<file path="src/design/bfr_pkg.sv">
`timescale 1ns / 1ps
// ----------------------------------------------------------------------------
// bfr_pkg
// Shared types and constants of the bit field reader: request codes,
// sequencer states and the interface of the shared bit extraction unit.
// ----------------------------------------------------------------------------
package bfr_pkg;

    localparam int BUF_BYTES_DEF     = 4096;
    localparam int MAX_FIELD_BITS    = 32;
    localparam logic [31:0] MSB_OVERRUN_VALUE = 32'h0000_ffff;

    typedef enum logic [1:0] {
        REQ_LOAD = 2'd0,
        REQ_BIT  = 2'd1,
        REQ_LSB  = 2'd2,
        REQ_MSB  = 2'd3
    } req_t;

    typedef enum logic [2:0] {
        S_IDLE,
        S_LSB,
        S_MSB,
        S_ADJ,
        S_EMIT
    } state_t;

    // one step of the extraction unit: a buffer byte and the running field
    typedef struct packed {
        logic [7:0]  data;
        logic [2:0]  bit_pos;
        logic [5:0]  left;
        logic        msb_first;
        logic [31:0] acc;
        logic [5:0]  got;
    } xtr_req_t;

    typedef struct packed {
        logic [31:0] acc;
        logic [3:0]  take;
        logic        whole;
    } xtr_rsp_t;

endpackage

</file>
<file path="src/design/bfr_extract.sv">
`timescale 1ns / 1ps
// ----------------------------------------------------------------------------
// bfr_extract
// Shared extraction unit: takes the usable bits of one buffer byte and
// merges them into the running field, LSB first or MSB first.
// ----------------------------------------------------------------------------
module bfr_extract
(
    input  bfr_pkg::xtr_req_t req,
    output bfr_pkg::xtr_rsp_t rsp
);
    import bfr_pkg::*;

    logic [3:0]  avail;
    logic        whole;
    logic [3:0]  take;
    logic [7:0]  mask;
    logic [7:0]  bits;
    logic [31:0] acc;

    always_comb
    begin
        avail = 4'd8 - {1'b0, req.bit_pos};
        whole = (req.left >= {2'b00, avail});
        take  = whole ? avail : req.left[3:0];
        mask  = 8'hff >> (4'd8 - take);
        if (req.msb_first)
        begin
            // top bits of what is left in the byte
            bits = (req.data >> (avail - take)) & mask;
            acc  = (req.acc << take) | {24'd0, bits};
        end
        else
        begin
            bits = (req.data >> req.bit_pos) & mask;
            acc  = req.acc | ({24'd0, bits} << req.got);
        end
        rsp.acc   = acc;
        rsp.take  = take;
        rsp.whole = whole;
    end

endmodule

</file>
<file path="config.mk">
export PLATFORM = sky130hd
export DESIGN_NAME = bfr_extract
export DESIGN_NICKNAME = d
export VERILOG_FILES = /design/src/design/bfr_pkg.sv /design/src/design/bfr_extract.sv
export SDC_FILE = /design/constraint.sdc
export NUM_CORES = 1
export LEC_CHECK = 0
export BUFFER_PORTS_ARGS = -buffer_cell sky130_fd_sc_hd__buf_4
export CORE_ASPECT_RATIO = 1.25
export CORE_MARGIN = 1
export CORE_UTILIZATION = 45
export DETAILED_ROUTE_END_ITERATION = 7
export PLACE_DENSITY = 0.69
export REMOVE_ABC_BUFFERS = 1
export SETUP_SLACK_MARGIN = 0.15
export SYNTH_ARGS = -nofsm -noshare
export SYNTH_HDL_FRONTEND = slang
export SYNTH_SLANG_ARGS = --single-unit
export TNS_END_PERCENT = 5
</file>
<file path="constraint.sdc">
create_clock -name vclk -period 17.3
set_input_delay 5.19 -clock vclk [all_inputs]
set_output_delay 5.19 -clock vclk [all_outputs]
set_load 0.1 [all_outputs]
</file>
# == Word level (Yosys, flattened, before mapping) ==
# Cells that the tools add are included.
# Widths: inputs -> output; s select.
# word_totals
out_inout_bits,37
reg_bits,0
inputBits,56
elab_cells,15
# classes
n_mux,2
n_bitwise,4
n_lt_le_gt_ge,1
shift,5
n_addsub,3
# ops
operator,count
$mux 32,1
$or 32x32->32,1
$or 32x8->32,1
$shl 32x4->32,1
$shl 8x6->32,1
$and 8x8->8,2
$shr 8x3->8,1
$shr 8x4->8,1
$shr 8x4->8 const A,1
$ge 6x4->1,1
$mux 4,1
$sub 4x3->4 const A,1
$sub 4x4->4,1
$sub 4x4->4 const A,1

# == Longest topological paths before layout ==
# depth
ltp_word,9
ltp_mapped,24

# == Least setup slack after synthesis ==
# No wires, ideal clock.
# synth_timing
path_kind,input to output
from,input req[45] (netlist bit)
to,output rsp[29] (netlist bit)
stages,14
slack_ns,0.633
arrival_time_ns,11.477
path_cell_list,clkbuf_1 nor3_1 inv_1 ha_1 or3_1 clkbuf_1 o22ai_2 inv_2 a211o_2 nor2_4 nor2_1 nor4_1 a32oi_1 o311ai_0
# synth_rtl
item,line,source
"start, declared",bfr_extract.sv:9,"input bfr_pkg::xtr_req_t req,"
"end, declared",bfr_extract.sv:10,output bfr_pkg::xtr_rsp_t rsp

==> results.txt <==
----------------------------------------------------
[Outcome]
  Status ... complete, but fails checks
  Failing checks ... design-rule violations

[Die]
  Site row count ... 37
  Number of top-level pins ... a little over 90
  DIE AREA ... 0.008945 mm^2
  Horiz. Die Dim ... roughly 85 um
  Initial core utilization ... between 40% and 50%
  Die span in y ... 105.5 um
  CORE AREA ... a little over 0.008 mm^2

[Job]
  Number of max-cap violations ... 0

[Timing]
  Worst hold slack across all endpoints ... 10.86 ns
  Number of hold violations in the final report ... 0
  Headroom to the max-slew limit ... approximately two fifths
  Worst Max-Slew Pin Slew ... approximately 0.86 ns
  Fin crit share ... about nine tenths
  Minimum clock period after layout ... 15.74 ns
  Max-slew violation total from the final report ... 0
  Count of final setup violators ... 0
  Fmax ... between 60 and 70 MHz
  Setup repair after global routing missed its margin ... no

[Final layout]
  Fraction of final layout cells sized beyond drive strength 1 ... a little under a quarter
  Total number of sequential cells ... 0
  Area delta synth->final ... 16.97%
  Number of nets in the layout ... around 660
  Number of diodes ... 0
  FF+latch area ... 0 um^2
  Number of clock buffer instances in the layout ... 0

[Setup path]
  Worst-path fanout max ... 38
  Most frequent cell on the critical path ... ha_1
  Crit path capture type ... output pin
  Cell-by-cell trace of the critical path ... buf_4 > nor3_1 > inv_1 > ha_1 > or3_1 > a21oi_4 > inv_2 > a21oi_4 > inv_2 > ha_1 > inv_1 > ha_1 > mux2_2 > a22o_1 > mux2i_1 > a31oi_1 > a221oi_1 > a21oi_1 > buf_4
  Slowest library cell on the worst path ... a21oi_4
  Crit path buffers/inverters ... 6
  Maximum cell stage delay along the critical path ... 0.56 ns
  Category of cells accounting for the largest share of critical-path delay ... compound AO/OA/AOI/OAI gates
  Crit path arrival time ... ~11 ns
  Startpoint types ... input pin
  Type of the worst setup path ... input pin to output pin
  Crit path required time ... about 12 ns

[Drt]
  Overall via count from detail_route ... roughly 5000
  DRC violation count after routing ... 10
  Post-DR vias/cell ... between 7 and 8
  Number of design-rule violations left by the first detailed-router iteration ... between 400 and 500
  Average wire per cell in the routed design ... between 20 and 25 um
  Remaining number of nets flagged by the antenna check after routing ... 0
  Final wirelength ... around 15000 um
  DR pass1 iterations ... 8

[Yosys]
  Count of distinct cell types in the synthesized netlist ... just under 80
  Share of the synthesized area in the top cell type ... around a quarter
  Biggest area consumer among synthesized cells ... mux2i_1
  Main area contributors after synthesis ... mux2i_1 (25%), nand2_1 (6.6%), nor2_1 (3.7%), mux2_2 (3.5%), mux4_2 (3.5%)
  Synth Cell Area ... 0.003856 mm^2
  Cell count after synthesis ... 546
  Average instance area after synthesis ... 7.063 um^2
  Sequential-to-total area share from yosys stat ... 0%
  Number of warnings printed during yosys synthesis ... 0

[Clocking]
  CTS Hold Buffers Added ... 0
  Resized Gates After CTS ... 0
  Count of buffers added by post-CTS timing repair for setup ... 0

[GRT]
  Combined global-route utilization of all metal layers ... 32.44%
  Number of global-route vias before repair ... between 4000 and 5000
  Pin count of the biggest net entering global routing ... 60
  Wire length of the first global-routing pass ... 23360 um
  Antenna violations before repair ... 0
  Overflow after GRT ... 0

[Place]
  Sum of net half-perimeters after detailed placement ... approximately 12000 um
  Port Buffer Count ... between 90 and 100
  RePlAce Congestion ... around 0.95

[Pwr]
  Leakage power summed over all cells ... about 2 nW
  Ratio of total power to cell area ... 72.62 mW/mm^2
  Post-layout power ... about 0.33 mW
  Peak supply drop ... about 0.000042 V

[Hold path]
  HP Class ... input pin to output pin

----------------------------------------------------
[worst min-delay path: stages]
cell and delay (ns):
buf_4 0.13, nand2_1 0.05, nand3_1 0.06, buf_4 0.24
[through the flow]
step                      cell area, um^2  instances  setup TNS, ns  util [%]  setup WS (ns)
after floorplan                      3661        502        -0.6192         -        -0.6192
after global placement               4511        695              0     54.43          1.793
after detailed placement             4511        695              0     54.43          1.624
after CTS                            4511        695              0     54.43          1.624
after global routing                 4511        695              0     54.43          1.197
final                                4511        695              0     54.43          1.564
[cell usage in the layout, fill, tap and decap left out, types with 3 or more instances in the layout]
cell       instances
mux2i_1           98
buf_4             96
nand2_1           68
nor2_1            38
a21oi_1           26
o21ai_0           19
a211oi_1          15
nand3_1           15
inv_1             14
nor3_1            14
o211ai_1          12
mux2_2            12
a31oi_1           12
nor2b_1            8
nand2b_1           7
o22ai_1            7
and3_1             6
a32oi_1            6
mux4_2             6
ha_1               6
inv_2              5
a221oi_1           5
a221o_1            5
o221ai_1           5
a22oi_1            5
or3_1              4
a21o_1             4
or2_2              4
o31a_1             4
xnor2_1            4
a21oi_4            3
o2111ai_1          3
nor4_1             3
nand4_1            3
a22o_1             3
and2_1             3
a311oi_1           3
[area by class of cell]
| cell class | instances | area, um^2 |
|---|---|---|
| Multi-Input combinational cell | 482 | 3593 |
| Timing Repair Buffer | 96 | 720.7 |
| Inverter | 20 | 75.07 |
| Fill cell | 834 | 3776 |
| Tap cell | 97 | 121.4 |
[routing by layer]
metal	track usage [%]	routed length (um)
met3	1.566	1174
met1	41.18	5872
met4	15.62	773
met2	55.87	7316
met5	0	0
[Yosys cell counts (all sizes together) (3+ instances only)]
| cell | instances |
|---|---|
| o221ai | 6 |
| o2111ai | 3 |
| nor2 | 39 |
| nand2 | 68 |
| nand2b | 7 |
| a31oi | 12 |
| mux4 | 6 |
| a211o | 3 |
| a22o | 3 |
| nand4 | 3 |
| ha | 6 |
| xnor2 | 5 |
| nor4 | 3 |
| a22oi | 5 |
| and3 | 6 |
| o22ai | 8 |
| inv | 19 |
| a221oi | 5 |
| o21ai | 21 |
| buf | 16 |
| or2 | 5 |
| a211oi | 16 |
| nor3 | 14 |
| clkbuf | 28 |
| or3 | 4 |
| mux2i | 98 |
| a2111oi | 3 |
| and2 | 3 |
| mux2 | 12 |
| a311oi | 3 |
| o211ai | 12 |
| o311ai | 3 |
| a221o | 5 |
| a21o | 4 |
| a21oi | 30 |
| nand3 | 15 |
| o31a | 4 |
| a32oi | 7 |
| nor2b | 8 |
[cells by family (layout without fill, tap and decap cells)]
family / Yosys count / count (layout) / share of synthesized area (%)
buffers and inverters: 64 / 116 / 7.008
AND/OR/NAND/NOR: 182 / 182 / 22.23
XOR/XNOR: 6 / 6 / 1.849
AO/OA/AOI/OAI: 172 / 172 / 34.52
adder cells (fa/ha/maj): 6 / 6 / 1.947
multiplexers: 116 / 116 / 32.45
[report_power, final]
| part | internal, mW | switching [mW] |
|---|---|---|
| clock | 0 | 0 |
| combinational | 0.0966 | 0.231 |
| sequential | 0 | 0 |
| total | 0.0966 | 0.231 |
[path summary, 6_finish.rpt]
| check | slack [ns] | to | cells after the start | startpoint |
|---|---|---|---|---|
| setup / recovery | 1.56 | rsp[6] | 19 | req[47] |
| hold / removal | 10.86 | rsp[28] | 4 | req[29] |
Note: power is estimated with default switching activity, not from simulation.
